==> config.mk <==
export PLATFORM = sky130hd
export DESIGN_NAME = strip_fan_triangle_assembler
export DESIGN_NICKNAME = d
export VERILOG_FILES = /design/src/hw/rtl/sfta_pkg.sv /design/src/hw/rtl/sfta_front.sv /design/src/hw/rtl/sfta_queue.sv /design/src/hw/rtl/sfta_back.sv /design/src/hw/rtl/strip_fan_triangle_assembler.sv
export SDC_FILE = /design/constraint.sdc
export NUM_CORES = 1
export LEC_CHECK = 0
export ABC_AREA = 1
export BUFFER_PORTS_ARGS = -buffer_cell sky130_fd_sc_hd__buf_2
export CAP_MARGIN = 20
export CORE_ASPECT_RATIO = 1.1
export CORE_MARGIN = 5
export CORE_UTILIZATION = 56
export CTS_CLUSTER_SIZE = 10
export DETAILED_ROUTE_END_ITERATION = 8
export GPL_TIMING_DRIVEN = 0
export PLACE_DENSITY_LB_ADDON = 0.3
export SLEW_MARGIN = 20
export SYNTH_ARGS = -nofsm -noshare
export SYNTH_HDL_FRONTEND = slang
export SYNTH_SLANG_ARGS = --single-unit
==> constraint.sdc <==
create_clock -name clk -period 13.8 [get_ports clk]
set_input_delay 3.45 -clock clk [delete_from_list [all_inputs] [get_ports clk]]
set_output_delay 3.45 -clock clk [all_outputs]
set_load 0.005 [all_outputs]
==> src/hw/rtl/sfta_pkg.sv <==
package sfta_pkg;

  // Command word and register widths
  localparam int unsigned WORD_W  = 16;
  localparam int unsigned INDEX_W = 15;
  localparam int unsigned TOTAL_W = 24;
  localparam int unsigned CFG_W   = 15;
  localparam int unsigned CFG_A_W = 2;

  // Default depth of the job queue between front and back
  localparam int unsigned QUEUE_DEPTH_DEF = 2;

  localparam logic [TOTAL_W-1:0] TOTAL_MAX = '1;
  localparam logic [TOTAL_W-1:0] TOTAL_SAT = TOTAL_MAX - TOTAL_W'(3);

  // Result kind codes
  localparam logic KIND_VERTEX = 1'b0;
  localparam logic KIND_END    = 1'b1;

  // Configuration register indexes
  typedef enum logic [CFG_A_W-1:0] {
    CFG_TEX_WIDTH    = 2'd0,
    CFG_NORMAL_BASE  = 2'd1,
    CFG_VERTEX_LIMIT = 2'd2,
    CFG_NORMAL_LIMIT = 2'd3
  } cfg_idx_t;

  // Word position inside a vertex record
  typedef enum logic [1:0] {
    FLD_VERTEX = 2'd0,
    FLD_NORMAL = 2'd1,
    FLD_S      = 2'd2,
    FLD_T      = 2'd3
  } field_t;

  // Parser mode
  typedef enum logic {
    MODE_HEADER = 1'b0,
    MODE_RECORD = 1'b1
  } mode_t;

  typedef struct packed {
    logic [CFG_W-1:0] tex_width;
    logic [CFG_W-1:0] normal_base;
    logic [CFG_W-1:0] vertex_limit;
    logic [CFG_W-1:0] normal_limit;
  } cfg_t;

  // One adjusted vertex as it leaves the block
  typedef struct packed {
    logic [INDEX_W-1:0] v;
    logic [INDEX_W-1:0] n;
    logic [WORD_W-1:0]  s;
    logic [WORD_W-1:0]  t;
  } vrec_t;

  // One unit of work for the back end: a whole triangle or a mesh end
  typedef struct packed {
    logic               is_end;
    logic [TOTAL_W-1:0] total;
    vrec_t [2:0]        vtx;
  } job_t;

  // Queue status seen by the back end and the input handshake
  typedef struct packed {
    logic full;
    logic valid;
  } q_stat_t;

endpackage

==> src/hw/rtl/sfta_front.sv <==
module sfta_front
  import sfta_pkg::*;
(
  input  logic               clk,
  input  logic               rst_n,
  input  cfg_t               cfg,
  input  logic               word_valid,
  input  logic [WORD_W-1:0]  word,
  output logic               push,
  output job_t               push_job
);

  mode_t              mode_r, mode_nxt;
  logic               is_fan_r, is_fan_nxt;
  logic [WORD_W:0]    remain_r, remain_nxt;
  logic [1:0]         ord_r, ord_nxt;
  logic               parity_r, parity_nxt;
  field_t             field_r, field_nxt;
  logic [TOTAL_W-1:0] emitted_r, emitted_nxt;

  // Record being assembled, adjusted field by field
  logic [INDEX_W-1:0] rv_r, rv_nxt;
  logic               vok_r, vok_nxt;
  logic [INDEX_W-1:0] rn_r, rn_nxt;
  logic               nok_r, nok_nxt;
  logic               seam_r, seam_nxt;
  logic [WORD_W-1:0]  rs_r, rs_nxt;

  // The two held vertices of the running strip or fan
  vrec_t              held0_r, held0_nxt, held1_r, held1_nxt;
  logic               ok0_r, ok0_nxt, ok1_r, ok1_nxt;

  logic [WORD_W:0]    mag;
  logic [WORD_W-1:0]  nadj;
  vrec_t              rec;
  logic               rec_ok;

  // Control state
  always_ff @(posedge clk) begin
    if (!rst_n) begin
      mode_r    <= MODE_HEADER;
      is_fan_r  <= 1'b0;
      remain_r  <= '0;
      ord_r     <= '0;
      parity_r  <= 1'b0;
      field_r   <= FLD_VERTEX;
      emitted_r <= '0;
    end else begin
      mode_r    <= mode_nxt;
      is_fan_r  <= is_fan_nxt;
      remain_r  <= remain_nxt;
      ord_r     <= ord_nxt;
      parity_r  <= parity_nxt;
      field_r   <= field_nxt;
      emitted_r <= emitted_nxt;
    end
  end

  // Record payload
  always_ff @(posedge clk) begin
    rv_r    <= rv_nxt;
    vok_r   <= vok_nxt;
    rn_r    <= rn_nxt;
    nok_r   <= nok_nxt;
    seam_r  <= seam_nxt;
    rs_r    <= rs_nxt;
    held0_r <= held0_nxt;
    held1_r <= held1_nxt;
    ok0_r   <= ok0_nxt;
    ok1_r   <= ok1_nxt;
  end

  assign mag  = word[WORD_W-1] ? ((WORD_W+1)'(17'h10000) - {1'b0, word}) : {1'b0, word};
  assign nadj = {1'b0, word[INDEX_W-1:0]} + {1'b0, cfg.normal_base};
  assign rec  = '{v: rv_r, n: rn_r, s: rs_r, t: word};
  assign rec_ok = vok_r & nok_r;

  // Parse words, adjust fields and emit jobs
  always_comb begin
    mode_nxt    = mode_r;
    is_fan_nxt  = is_fan_r;
    remain_nxt  = remain_r;
    ord_nxt     = ord_r;
    parity_nxt  = parity_r;
    field_nxt   = field_r;
    emitted_nxt = emitted_r;
    rv_nxt      = rv_r;
    vok_nxt     = vok_r;
    rn_nxt      = rn_r;
    nok_nxt     = nok_r;
    seam_nxt    = seam_r;
    rs_nxt      = rs_r;
    held0_nxt   = held0_r;
    held1_nxt   = held1_r;
    ok0_nxt     = ok0_r;
    ok1_nxt     = ok1_r;
    push        = 1'b0;
    push_job    = '{is_end: KIND_VERTEX, total: '0, vtx: {rec, held1_r, held0_r}};

    if (word_valid) begin
      unique case (mode_r)
        MODE_HEADER: begin
          if (word == '0) begin
            push            = 1'b1;
            push_job.is_end = KIND_END;
            push_job.total  = emitted_r;
            emitted_nxt     = '0;
          end else begin
            is_fan_nxt = word[WORD_W-1];
            remain_nxt = (mag < (WORD_W+1)'(2)) ? (WORD_W+1)'(2) : mag;
            ord_nxt    = '0;
            parity_nxt = 1'b0;
            field_nxt  = FLD_VERTEX;
            mode_nxt   = MODE_RECORD;
          end
        end
        MODE_RECORD: begin
          unique case (field_r)
            FLD_VERTEX: begin
              rv_nxt    = word[INDEX_W-1:0];
              vok_nxt   = word < {1'b0, cfg.vertex_limit};
              field_nxt = FLD_NORMAL;
            end
            FLD_NORMAL: begin
              seam_nxt  = word[WORD_W-1];
              rn_nxt    = nadj[INDEX_W-1:0];
              nok_nxt   = nadj < {1'b0, cfg.normal_limit};
              field_nxt = FLD_S;
            end
            FLD_S: begin
              rs_nxt    = seam_r ? (word + {2'b00, cfg.tex_width[CFG_W-1:1]}) : word;
              field_nxt = FLD_T;
            end
            FLD_T: begin
              field_nxt = FLD_VERTEX;
              if (ord_r == 2'd0) begin
                held0_nxt = rec;
                ok0_nxt   = rec_ok;
              end else if (ord_r == 2'd1) begin
                held1_nxt = rec;
                ok1_nxt   = rec_ok;
              end else begin
                if (ok0_r && ok1_r && rec_ok) begin
                  push = 1'b1;
                  // Swap the first two on odd strip steps
                  if (!is_fan_r && parity_r) begin
                    push_job.vtx = {rec, held0_r, held1_r};
                  end
                  emitted_nxt = (emitted_r > TOTAL_SAT) ? TOTAL_MAX
                                                        : emitted_r + TOTAL_W'(3);
                end
                if (!is_fan_r) begin
                  held0_nxt = held1_r;
                  ok0_nxt   = ok1_r;
                end
                held1_nxt = rec;
                ok1_nxt   = rec_ok;
              end
              ord_nxt    = (ord_r == 2'd2) ? ord_r : ord_r + 2'd1;
              parity_nxt = ~parity_r;
              remain_nxt = remain_r - (WORD_W+1)'(1);
              if (remain_r == (WORD_W+1)'(1)) begin
                mode_nxt = MODE_HEADER;
              end
            end
            default: field_nxt = FLD_VERTEX;
          endcase
        end
        default: mode_nxt = MODE_HEADER;
      endcase
    end
  end

endmodule

==> src/hw/rtl/sfta_queue.sv <==
module sfta_queue
  import sfta_pkg::*;
#(
  parameter int unsigned DEPTH = QUEUE_DEPTH_DEF
) (
  input  logic    clk,
  input  logic    rst_n,
  input  logic    push,
  input  job_t    push_job,
  input  logic    pop,
  output job_t    head,
  output q_stat_t stat
);

  localparam int unsigned PTR_W = (DEPTH > 1) ? $clog2(DEPTH) : 1;
  localparam int unsigned CNT_W = $clog2(DEPTH + 1);

  job_t             mem_r [DEPTH];
  logic [PTR_W-1:0] wr_ptr_r, wr_ptr_nxt, rd_ptr_r, rd_ptr_nxt;
  logic [CNT_W-1:0] cnt_r, cnt_nxt;
  logic             do_push, do_pop;

  assign stat.full  = (cnt_r == CNT_W'(DEPTH));
  assign stat.valid = (cnt_r != '0);
  assign do_push    = push & ~stat.full;
  assign do_pop     = pop & stat.valid;
  assign head       = mem_r[rd_ptr_r];

  // Advance pointers and occupancy
  always_comb begin
    wr_ptr_nxt = wr_ptr_r;
    rd_ptr_nxt = rd_ptr_r;
    cnt_nxt    = cnt_r;
    if (do_push) begin
      wr_ptr_nxt = (wr_ptr_r == PTR_W'(DEPTH - 1)) ? '0 : wr_ptr_r + PTR_W'(1);
    end
    if (do_pop) begin
      rd_ptr_nxt = (rd_ptr_r == PTR_W'(DEPTH - 1)) ? '0 : rd_ptr_r + PTR_W'(1);
    end
    if (do_push && !do_pop) begin
      cnt_nxt = cnt_r + CNT_W'(1);
    end else if (do_pop && !do_push) begin
      cnt_nxt = cnt_r - CNT_W'(1);
    end
  end

  always_ff @(posedge clk) begin
    if (!rst_n) begin
      wr_ptr_r <= '0;
      rd_ptr_r <= '0;
      cnt_r    <= '0;
    end else begin
      wr_ptr_r <= wr_ptr_nxt;
      rd_ptr_r <= rd_ptr_nxt;
      cnt_r    <= cnt_nxt;
    end
  end

  // Store the incoming job
  always_ff @(posedge clk) begin
    if (do_push) begin
      mem_r[wr_ptr_r] <= push_job;
    end
  end

endmodule

==> src/hw/rtl/sfta_back.sv <==
module sfta_back
  import sfta_pkg::*;
(
  input  logic               clk,
  input  logic               rst_n,
  input  job_t               head,
  input  q_stat_t            stat,
  output logic               pop,
  output logic               out_valid,
  input  logic               out_ready,
  output logic               out_kind,
  output logic               out_last,
  output vrec_t              out_vtx,
  output logic [TOTAL_W-1:0] out_total
);

  logic               valid_r, valid_nxt;
  logic [1:0]         sub_r, sub_nxt;
  logic               kind_r, kind_nxt;
  logic               last_r, last_nxt;
  vrec_t              vtx_r, vtx_nxt;
  logic [TOTAL_W-1:0] total_r, total_nxt;
  logic               load;

  assign load      = stat.valid & (~valid_r | out_ready);
  assign out_valid = valid_r;
  assign out_kind  = kind_r;
  assign out_last  = last_r;
  assign out_vtx   = vtx_r;
  assign out_total = total_r;

  // Unroll the head job into results, one per transfer
  always_comb begin
    valid_nxt = valid_r;
    sub_nxt   = sub_r;
    kind_nxt  = kind_r;
    last_nxt  = last_r;
    vtx_nxt   = vtx_r;
    total_nxt = total_r;
    pop       = 1'b0;

    if (valid_r && out_ready) begin
      valid_nxt = 1'b0;
    end
    if (load) begin
      valid_nxt = 1'b1;
      if (head.is_end == KIND_END) begin
        kind_nxt  = KIND_END;
        last_nxt  = 1'b1;
        vtx_nxt   = '0;
        total_nxt = head.total;
        pop       = 1'b1;
        sub_nxt   = '0;
      end else begin
        kind_nxt  = KIND_VERTEX;
        last_nxt  = (sub_r == 2'd2);
        vtx_nxt   = head.vtx[sub_r];
        total_nxt = '0;
        pop       = (sub_r == 2'd2);
        sub_nxt   = (sub_r == 2'd2) ? 2'd0 : sub_r + 2'd1;
      end
    end
  end

  always_ff @(posedge clk) begin
    if (!rst_n) begin
      valid_r <= 1'b0;
      sub_r   <= '0;
    end else begin
      valid_r <= valid_nxt;
      sub_r   <= sub_nxt;
    end
  end

  // Output payload
  always_ff @(posedge clk) begin
    kind_r  <= kind_nxt;
    last_r  <= last_nxt;
    vtx_r   <= vtx_nxt;
    total_r <= total_nxt;
  end

endmodule

==> src/hw/rtl/strip_fan_triangle_assembler.sv <==
// Channel | Dir | Handshake              | Payload
// in_     | in  | in_tvalid / in_tready  | tdata: cmd_word
// out_    | out | out_tvalid / out_tready| tdata: indices, s, t, total; tuser: kind; tlast
// cfg_    | in  | cfg_wr_en              | cfg_addr register index, cfg_wdata value
//
// One command word is taken per cycle while in_tready is high; a triangle needs four
// words and yields three results, which the back end issues through its output
// register one per cycle while out_tready is high, from a job queue (default depth 2).
// in_tready drops only while the job queue is full; out_tready stalls the back end.
// rst_n is synchronous and active low; registers reset to their listed defaults.
module strip_fan_triangle_assembler
  import sfta_pkg::*;
#(
  parameter int unsigned QUEUE_DEPTH = QUEUE_DEPTH_DEF
) (
  input  logic               clk,
  input  logic               rst_n,
  input  logic               in_tvalid,
  output logic               in_tready,
  input  logic [15:0]        in_tdata,   // [15:0] cmd_word
  output logic               out_tvalid,
  input  logic               out_tready,
  output logic [87:0]        out_tdata,  // [14:0] vertex_index, [29:15] normal_index,
                                         // [45:30] s_coord, [61:46] t_coord,
                                         // [85:62] mesh_vertex_total, [87:86] zero
  output logic               out_tuser,  // [0] kind
  output logic               out_tlast,  // last_of_run
  input  logic               cfg_wr_en,
  input  logic [CFG_A_W-1:0] cfg_addr,
  input  logic [CFG_W-1:0]   cfg_wdata
);

  cfg_t               cfg_r, cfg_nxt;
  q_stat_t            stat;
  logic               push, pop;
  job_t               push_job, head;
  logic               word_valid;
  vrec_t              out_vtx;
  logic [TOTAL_W-1:0] out_total;

  // Configuration register writes
  always_comb begin
    cfg_nxt = cfg_r;
    if (cfg_wr_en) begin
      unique case (cfg_idx_t'(cfg_addr))
        CFG_TEX_WIDTH:    cfg_nxt.tex_width    = cfg_wdata;
        CFG_NORMAL_BASE:  cfg_nxt.normal_base  = cfg_wdata;
        CFG_VERTEX_LIMIT: cfg_nxt.vertex_limit = cfg_wdata;
        CFG_NORMAL_LIMIT: cfg_nxt.normal_limit = cfg_wdata;
        default:          cfg_nxt = cfg_r;
      endcase
    end
  end

  always_ff @(posedge clk) begin
    if (!rst_n) begin
      cfg_r <= '{tex_width: CFG_W'(1), normal_base: '0, vertex_limit: '0,
                 normal_limit: '0};
    end else begin
      cfg_r <= cfg_nxt;
    end
  end

  assign in_tready  = ~stat.full;
  assign word_valid = in_tvalid & in_tready;

  sfta_front u_front (
    .clk        (clk),
    .rst_n      (rst_n),
    .cfg        (cfg_r),
    .word_valid (word_valid),
    .word       (in_tdata),
    .push       (push),
    .push_job   (push_job)
  );

  sfta_queue #(
    .DEPTH (QUEUE_DEPTH)
  ) u_queue (
    .clk      (clk),
    .rst_n    (rst_n),
    .push     (push),
    .push_job (push_job),
    .pop      (pop),
    .head     (head),
    .stat     (stat)
  );

  sfta_back u_back (
    .clk       (clk),
    .rst_n     (rst_n),
    .head      (head),
    .stat      (stat),
    .pop       (pop),
    .out_valid (out_tvalid),
    .out_ready (out_tready),
    .out_kind  (out_tuser),
    .out_last  (out_tlast),
    .out_vtx   (out_vtx),
    .out_total (out_total)
  );

  // Pack the result fields, lowest first
  assign out_tdata = {2'b00, out_total, out_vtx.t, out_vtx.s, out_vtx.n, out_vtx.v};

endmodule

# Yosys cells after proc, flatten, opt, wreduce, memory -nomap -nowiden
# Memories as Yosys holds them, arrays and structs flattened. A register that Yosys moved wholly into a read port is not among the register bits.
# Cells that the tools add are included.
# totals
word_cells,183
n_memories,1
inputBits,38
ram_bits,422
out_inout_bits,92
register_bits,378
# mem_list
memory,words,width,rd,rd_clocked_by_memory_dff,write_ports,line_no,source
u_queue.mem_r,2,211,1,1,1,sfta_queue.sv:18,job_t mem_r [DEPTH];
# op_classes
bitwise,12
mux,65
n_addsub,11
reduce_logical,30
magnitude_cmp,5
eq_ne,20
# op_table
op,n
$mux 124,6
$mux 62,4
$mux 211,1
$mux 24,6
$bmux 62 s2,1
$mux 17,4
$mux 25,2
$pmux 24 s2,1
$pmux 17 s2,1
$lt 16x15->1,2
$mux 1,25
$add 24x2->24 const B,1
$gt 24x24->1 const B,1
$eq 17x1->1 const B,1
$lt 17x2->1 const B,1
$sub 17x1->17 const B,1
$sub 17x16->17 const A,1
$add 15x15->16,1
$add 16x14->16,1
$logic_not 16->1,1
$mux 16,1
$reduce_and 3->1,5
$eq 2x2->1 const B,7
$mux 2,7
other kinds (21),61

# Longest topological paths before layout
# Gate-level depths: netlist of the first run.
# logic_depth
word_depth,13
depth_mapped,15
ltp_nobuf,15

# Modules after synthesis
# Synthesis of the first run repeated with hierarchy kept, for this count alone.
# hier_totals
hier_cells,3274
area_unflattened_um2,36094.6
# modules_own_cells
module,instances,area_each_um2,cells_per_inst,seq_area_each_um2
sfta_queue,1,15536.2,693,12772.2
sfta_front,1,13341.5,1650,6216.0
sfta_back,1,4692.0,537,2702.6
strip_fan_triangle_assembler,1,2524.9,394,1201.2

# Worst setup path after synthesis of the first run
# OpenSTA, ideal clock, no wires.
# synth_timing
kind,input-to-reg
start,in in_tvalid
end,"reg u_front.held0_r[0] in the netlist's numbering, enable pin"
slack_ps,-521
arrival_ps,13502
required_time_ps,12981
path_stages,4
setup_time_ps,819
path_buffers,0
path_cell_list,nand2_2 > nor2_4 > inv_1 > a2111oi_0
# synth_via
elab_chain_cells,2
# synth_rtl
item,line_no,source
"start, declared",strip_fan_triangle_assembler.sv:18,"input logic in_tvalid,"
$and 1x1->1,strip_fan_triangle_assembler.sv:65,assign word_valid = in_tvalid & in_tready;
$reduce_and 5->1 (no source line),n/a,
"end signal, assigned",sfta_front.sv:67,held0_r <= held0_nxt;
"end, declared",sfta_front.sv:30,"vrec_t held0_r, held0_nxt, held1_r, held1_nxt;"
# No other way between the ends.
# A chain may end at the register's enable or synchronous reset.

# Worst setup path after layout of the first run
# layout_timing
start,in in_tdata[0]
end,reg u_front.nok_r (data pin)
# layout_via
elab_chain_cells,2
# layout_rtl
item,line_no,source
"start, declared",strip_fan_triangle_assembler.sv:20,"input logic [15:0] in_tdata,"
$add 15x15->16,sfta_front.sv:74,"assign nadj = {1'b0, word[INDEX_W-1:0]} + {1'b0, cfg.normal_base};"
net u_front.nadj[12],sfta_front.sv:34,logic [WORD_W-1:0] nadj;
$lt 16x15->1,sfta_front.sv:127,"nok_nxt = nadj < {1'b0, cfg.normal_limit};"
"end signal, assigned",sfta_front.sv:64,nok_r <= nok_nxt;
"end, declared",sfta_front.sv:25,"logic nok_r, nok_nxt;"
# The timed path passes the listed nets, and every way through them passes these cells.

==> summary.md, run 1 <==
| Metric | Value |
|---|---|
| Fin nets | `3527` |
| Count leader, synth | `edfxtp_1` |
| Clock latency on the worst-skew pair | `0.65 ns` |
| Routed wire length | `91000 µm` |
| Pwr dens | `163 nW/µm²` |
| Clock skew | `0.0336 ns` |
| Post-synth ARST share | `0` |
| CP Class | `input port to flip-flop` |
| Number of antenna violations at the first check in global routing | `1` |
| Setup ws final | `7.53 ns` |
| Crit end category | `flip-flop` |
| Setup-failing EPs final | `0` |
| Starting Density | `0.565` |
| Remaining global-route overflow | `0` |
| Syn. warnings | `0` |
| Drt wl/cell | `21.3 µm` |
| Die span in y | `271 µm` |
| WHS | `0.455 ns` |
| R2r startpoint | `cfg_r[30]$_SDFFE_PN0P_` |
| Syn avg cell area | `11.0 µm²` |
| CTS tree | `done` |
| Synth top area cells | `edfxtp_1 59%, dfxtp_1 6.7%, o21ai_0 5.8%` |
| Cts hold-fix bufs | `0` |
| Largest net degree at the start of global routing | `28` |
| Final Critical Period | `6.27 ns` |
| Most frequent cells after synthesis | `685 x edfxtp_1, 516 x nand2_1, 408 x nor2_1, 399 x o21ai_0, 302 x inv_1` |
| Maximum vdd ir drop | `0.000101 V` |
| Required @ worst endpoint | `14.24 ns` |
| Share of cells above drive strength 1 | `0.121` |
| Site row count | `95` |
| Top cell type's share of synthesized area | `0.594` |
| Largest family of logic cells by synthesized area | `simple AND/OR/NAND/NOR gates` |
| Unrepaired setup endpoints after global routing | `no` |
| Design Area, Final | `39500 µm²` |
| Critical path launch point type | `input port` |
| Total of max-cap violations | `0` |
| Io pins | `130` |
| RePlAce Congestion | `0.892` |
| Clock Root Buffer | `clkbuf_16` |
| First-pass GRT wire length | `140000 µm` |
| Unique masters post-synth | `49` |
| FF-to-FF path depth | `14` |
| Vias in the first global route | `24800` |
| Area grow syn2layout | `14.1%` |
| Post-synthesis adder-cell area fraction | `0.0265` |
| Yosys top cell by area | `edfxtp_1` |
| Tightest Hold Check Type | `flip-flop to flip-flop` |
| HP Start | `cfg_r[18]$_SDFFE_PN0P_` |
| Lkg Pwr | `15.3 nW` |
| Dpl cell area | `37000 µm²` |
| TritonCTS buffer count | `90` |
| Worst slew margin | `0.273` |
| Overall power | `6.42 mW` |
| Sequential cell area | `22900 µm²` |
| I/O Buffers | `126` |
| Main synth FF type | `edfxtp_1` |
| Detailed-route DRC error count | `0` |
| Post-CTS setup buffer count | `0` |
| Final HPWL DP | `62800 µm` |
| Max Root-Sink Buffers | `3` |
| Clk sink count | `800` |
| Routed Antenna Nets | `0` |
| Post-CTS sizing | `0` |
| Crit-path max FO | `9` |
| Fill cells | `4678` |
| Post-Synth XOR/XNOR Area | `0.0119` |
| Setup TNS | `0 ns` |
| Post-synthesis mux area share | `0.0215` |
| Post-synthesis cell area | `34600 µm²` |
| WHS Path Cells | `2` |
| Compound-gate portion of the synthesized area | `0.106` |
| Tcrit/Tclk final | `0.454` |
| Status | `completed` |
| Fmax | `160 MHz` |
| Worst hold endpoint | `cfg_r[18]$_SDFFE_PN0P_` |
| Slew Limit Fails | `0` |
| Slew @ Worst Pin | `1.09 ns` |
| Vias per cell | `5.78` |
| DIE WIDTH | `247 µm` |
| Mapped Cells | `3152` |
| Vias | `24800` |
| Flops & latches, synth | `800` |
| Simple-gate share of the synthesized area | `0.120` |
| CTS clock-pin slew for the worst setup and hold paths | `0.06 ns` |
| Post-synthesis sequential area ratio | `0.661` |
| Core area | `61200 µm²` |
| Total GRT Usage | `0.270` |
| Multi-input logic area | `9970 µm²` |
| Dpl ws | `6.92 ns` |
| 1st-pass router iterations | `6` |
| Max H-tree Level | `3` |
| DRT iter0 DRCs | `2520` |
| Reg2reg setup slack | `10.36 ns` |
| Worst EP arrival | `6.70 ns` |
| Die footprint | `66900 µm²` |
| Worst reg2reg endpoint | `u_front.nok_r$_DFFE_PP_` |
| Fin. Hold Viols | `0` |
| Post-synth EDFFs | `685` |
[registers in the layout, indices dropped and copies added, names as in the netlist, 17 cells and up, named ones only]
name	count
cfg_r	59
u_back.out_total	24
u_back.out_vtx	62
u_front.emitted_r	24
u_front.held0_r	62
u_front.held1_r	62
u_front.remain_r	17
u_queue.mem_r	422
[how the worst max path moves through the flow]
stage                      from                       endpoint  cells after the start
CTS                 in_tdata[0]        u_front.nok_r$_DFFE_PP_                     15
floorplan             in_tvalid   u_front.held0_r[0]$_DFFE_PP_                      4
global placement      in_tvalid  u_front.held0_r[41]$_DFFE_PP_                      5
detailed placement  in_tdata[0]        u_front.nok_r$_DFFE_PP_                     15
finish              in_tdata[0]        u_front.nok_r$_DFFE_PP_                     15
global route        in_tdata[0]        u_front.nok_r$_DFFE_PP_                     15
[critical path, stage by stage]
cell,delay (ns)
buf_2,0.23
ha_1,0.29
fa_1,0.40
nand3_1,0.11
nand3_1,0.13
a21oi_1,0.26
o21ai_0,0.16
a21boi_0,0.34
o21ai_0,0.16
xor2_1,0.20
ha_1,0.21
a21o_1,0.18
a211oi_1,0.22
nand2_1,0.08
nor2_1,0.27
[metal layers]
| layer | track usage | share of wire |
|---|---|---|
| met3 | 0.0424 | 0.084 |
| met1 | 0.358 | 0.39 |
| met5 | 0 | 0 |
| met4 | 0.113 | 0.039 |
| met2 | 0.448 | 0.49 |
[where the power goes]
part	switching [mW]	internal, mW
clock	0.906	1.22
combinational	0.886	0.440
sequential	0.0715	2.90
total	1.86	4.56
[cell families after synthesis]
family	count (synthesis)
buffers and inverters	461
AOI/OAI and AO/OA	667
and+or+nand+nor	1042
adders and majority gates	72
other	1
DFF	800
xor gates and xnor gates	47
muxes	62
[stage by stage]
| stage | util | std cells |
|---|---|---|
| 6_report | 0.645 | 4281 |
| 5_1_grt | 0.645 | 4280 |
| 4_1_cts | 0.645 | 4280 |
| 3_5_place_dp | 0.604 | 4149 |
| 3_3_place_gp | 0.593 | 4103 |
| 2_1_floorplan | - | 3153 |
[area by class of cell]
type                            instances  share of cell area
Clock inverter                          7             0.00266
Multi-Input combinational cell       1892               0.252
Sequential cell                       800               0.579
Buffer                                152              0.0165
Clock buffer                          124              0.0608
Timing Repair Buffer                  172              0.0330
Antenna cell                            1           0.0000634
Inverter                              309              0.0294
Tap cell                              824              0.0261
[cells in the final DEF, fill, tap and decap left out, types with 7 or more instances in the layout]
master	netlist	final
a31oi_1	8	8
xnor2_1	9	9
inv_1	302	302
a221oi_1	7	7
nor2_1	408	403
mux2_4	12	12
mux2_2	50	50
buf_4	3	8
buf_12	0	14
nand2_1	516	516
buf_6	3	9
buf_1	12	12
xor2_1	38	38
clkbuf_1	96	128
clkbuf_16	0	90
nor3_1	15	14
buf_16	0	8
buf_2	38	177
o221ai_1	63	63
o21ai_1	43	43
dfxtp_1	115	115
a21oi_1	121	120
ha_1	70	70
edfxtp_1	685	685
o21ai_0	399	399
nand4_1	13	13
nor2_2	9	12
nand3_1	60	60
Note: power is estimated with default switching activity, not from simulation.
==> run 2: changes to the inputs <==
--- a/config.mk
+++ b/config.mk
@@ -5,7 +5,7 @@
 export SDC_FILE = /design/constraint.sdc
 export NUM_CORES = 1
 export LEC_CHECK = 0
-export ABC_AREA = 1
+export ABC_AREA = 0
 export BUFFER_PORTS_ARGS = -buffer_cell sky130_fd_sc_hd__buf_2
 export CAP_MARGIN = 20
 export CORE_ASPECT_RATIO = 1.1
==> constraint.sdc (replaced) <==
create_clock -name clk -period 5.55 [get_ports clk]
set_input_delay 1.3875 -clock clk [delete_from_list [all_inputs] [get_ports clk]]
set_output_delay 1.3875 -clock clk [all_outputs]
set_load 0.005 [all_outputs]
==> summary.md, run 2 <==
| Metric | Value |
|---|---|
| Status | `completed` |
| Post-synth ARST share | `0 (unchanged)` |
| Final HPWL DP | `58100 µm (-7.5%)` |
| Clk sink count | `800 (unchanged)` |
| Synth top area cells | `edfxtp_1 59%, dfxtp_1 6.6%, mux2_2 6.3%` |
| Clock skew | `0.0223 ns (-0.0113 ns)` |
| Core area | `61200 µm² (unchanged)` |
| Io pins | `130 (unchanged)` |
| Crit end category | `flip-flop` |
| Maximum vdd ir drop | `0.000340 V (+240%)` |
| Starting Density | `0.566 (about the same)` |
| Post-Layout Cell Count | `3656 (-15%)` |
| DRT iter0 DRCs | `2086 (-17%)` |
| Setup TNS | `0 ns (unchanged)` |
| Tcrit/Tclk final | `0.838` |
| Number of antenna violations at the first check in global routing | `4 (+3)` |
| Drt wl/cell | `23.6 µm (+11%)` |
| Site row count | `95 (unchanged)` |
| Lkg Pwr | `13.2 nW (-14%)` |
| Flops & latches, synth | `800 (unchanged)` |
| Design Area, Final | `39400 µm² (-0.24%)` |
| Setup-failing EPs final | `0 (unchanged)` |
| Detailed-route DRC error count | `0 (unchanged)` |
| Worst EP arrival | `4.99 ns (-1.71 ns)` |
| Post-Synth XOR/XNOR Area | `0.00987 (-0.00203)` |
| Clock power share | `0.334 (+0.004)` |
| Share of cells above drive strength 1 | `0.169 (+0.0483)` |
| I/O Buffers | `126 (unchanged)` |
| Post-synthesis sequential area ratio | `0.661 (about the same)` |
| Count leader, synth | `edfxtp_1` |
| RePlAce Congestion | `0.883 (-0.99%)` |
| Mapped Cells | `2547 (-19%)` |
| Net Switching | `4.46 mW (+140%)` |
| Post-synthesis cell area | `34600 µm² (about the same)` |
| Post-synth EDFFs | `685 (unchanged)` |
| Largest family of logic cells by synthesized area | `multiplexers` |
| WHS | `0.468 ns (+0.0127 ns)` |
| Placed cells | `3517 (-15%)` |
| Antenna diodes | `0 (-1)` |
| Final design utilization | `0.644 (-0.00157)` |
| First-pass GRT wire length | `130000 µm (-7.1%)` |
| Fmax | `215 MHz` |
| Fin nets | `2896 (-18%)` |
| Crit path largest cell delay | `0.55 ns (+0.15 ns)` |
| Critical path's top delay family | `simple AND/OR/NAND/NOR gates` |
| Post-CTS sizing | `0 (unchanged)` |
| Reg2reg setup slack | `1.11 ns (-9.25 ns)` |
| Die span in y | `271 µm (about the same)` |
| Crit path buffers/inverters | `6 (+5)` |
| Most frequent cells in the layout | `685 x edfxtp_1, 201 x nand2_1, 193 x mux2_2` |
| Gate power share | `0.195 (-0.011)` |
| Final Critical Period | `4.65 ns` |
| Max Root-Sink Buffers | `3 (unchanged)` |
| Compound-gate portion of the synthesized area | `0.0950 (-0.0113)` |
| Largest net degree at the start of global routing | `57 (+100%)` |
| Cell-internal power | `11.5 mW (+150%)` |
| Worst slew margin | `0.281 (+0.00831)` |
| Clock latency on the worst-skew pair | `0.65 ns (about the same)` |
| Dpl cell area | `36800 µm² (-0.42%)` |
| Area grow syn2layout | `13.8%` |
| TritonCTS buffer count | `91 (+1.1%)` |
| Unique masters post-synth | `73 (+49%)` |
| Die footprint | `66900 µm² (about the same)` |
| Vias per cell | `5.99 (+3.6%)` |
| Clock Root Buffer | `clkbuf_16` |
| Reg power frac | `0.471 (+0.008)` |
| Tightest Hold Check Type | `flip-flop to flip-flop` |
| Total GRT Usage | `0.255 (-0.0153)` |
| Commonest non-fill, non-tap cell in the layout | `edfxtp_1` |
| Unrepaired setup endpoints after global routing | `no` |
| Post-synthesis adder-cell area fraction | `0.0265 (about the same)` |
| Syn. warnings | `0 (unchanged)` |
| Largest Register | `u_queue.mem_r` |
| Crit-path cells | `buf_2 > inv_1 > ha_1 > nor2b_1 > nand3_1 > nor3_4 > o21ai_4 > nor2_4 > buf_16 > buf_12 > buf_12 > buf_16` |
| DIE WIDTH | `247 µm (about the same)` |
| CTS tree | `done` |
| Slew Limit Fails | `0 (unchanged)` |
| Critical path launch point type | `input port` |
| Vias | `21900 (-12%)` |
| Remaining global-route overflow | `0 (unchanged)` |
| Cts hold-fix bufs | `0 (unchanged)` |
| Routed Antenna Nets | `0 (unchanged)` |
| Vias in the first global route | `22100 (-11%)` |
| 1st-pass router iterations | `5 (-1)` |
| Total of max-cap violations | `0 (unchanged)` |
| CP Class | `input port to flip-flop` |
| Routed wire length | `86400 µm (-5.1%)` |
| Crit path max-delay cell type | `nor2_4` |
| Max H-tree Level | `3 (unchanged)` |
| Post-CTS setup buffer count | `0 (unchanged)` |
| Post-synthesis mux area share | `0.107 (+0.0858)` |
| Sw Ratio | `0.280 (-0.00977)` |
| Yosys top cell by area | `edfxtp_1` |
| Slew @ Worst Pin | `1.05 ns (-0.0356 ns)` |
| Fin. Hold Viols | `0 (unchanged)` |
| Crit-path max FO | `25 (+16)` |
| Required @ worst endpoint | `5.89 ns (-8.35 ns)` |
| Most frequent cells after synthesis | `685 x edfxtp_1, 201 x nand2_1, 194 x nor2_1, 193 x mux2_2, 154 x mux2i_1` |
| Simple-gate share of the synthesized area | `0.0775 (-0.0428)` |
| Pwr dens | `404 nW/µm² (+150%)` |
| Main synth FF type | `edfxtp_1` |
| Largest register FFs | `422 (unchanged)` |
| Top cell type's share of synthesized area | `0.594 (about the same)` |
| CTS clock-pin slew for the worst setup and hold paths | `0.06 ns (about the same)` |
| Syn avg cell area | `13.6 µm² (+24%)` |
[run 2: power groups by stage]
stage | registers (mW) | clock network [mW] | logic [mW]
detailed placement | 7.62 | 0 | 3.12
global route | 7.54 | 5.62 | 3.36
floorplan | 7.60 | 0 | 1.73
global placement | 7.62 | 0 | 2.85
CTS | 7.50 | 5.38 | 3.13
finish | 7.49 | 5.32 | 3.10
[run 2: final timing paths]
| kind | start | end | depth (start not counted) |
|---|---|---|---|
| setup / recovery | in_tdata[1] | u_queue.mem_r[0][41]$_DFFE_PP_ | 12 |
| hold reg to reg | cfg_r[20]$_SDFFE_PN0P_ | cfg_r[20]$_SDFFE_PN0P_ | 2 |
| setup reg to reg | u_front.ord_r[1]$_SDFFE_PN0P_ | u_queue.mem_r[0][78]$_DFFE_PP_ | 10 |
| hold / removal | cfg_r[20]$_SDFFE_PN0P_ | cfg_r[20]$_SDFFE_PN0P_ | 2 |
[run 2: routing by layer]
layer | wire, µm | global-route usage
met1 | 34800 | 0.344
met3 | 6600 | 0.0425
met4 | 2450 | 0.0850
met5 | 34 | 0
met2 | 42500 | 0.424
[run 2: cell type report]
type	count	area, µm²
multi-input cells	1543	11000
plain buffers	148	598
flip-flops and latches	800	22900
inverters	57	216
repair buffers	145	1110
fillers	4438	21800
well taps	824	1030
clock buffers	129	2440
clock inverters	10	128
[run 2: worst min-delay path, stage by stage (launching register included)]
cell and delay, ns:
dfxtp_1 0.30, nand2_1 0.05, a21boi_0 0.07
[run 2: cell families (layout without fill, tap and decap cells)]
kind of cell,count (synthesis),after routing
other,1,2
adder cells (fa/ha/maj),72,72
AND/OR/NAND/NOR,586,586
multiplexers,347,347
buffers and inverters,205,489
AO/OA/AOI/OAI,497,497
flip-flops,800,800
XOR/XNOR,39,39
[run 2: metrics by stage]
step,setup slack [ns],power [mW]
3_5_place_dp,0.294,10.7
6_report,0.898,15.9
5_1_grt,0.707,16.5
2_1_floorplan,-0.826,9.33
4_1_cts,0.966,16.0
3_3_place_gp,-3.09,10.5
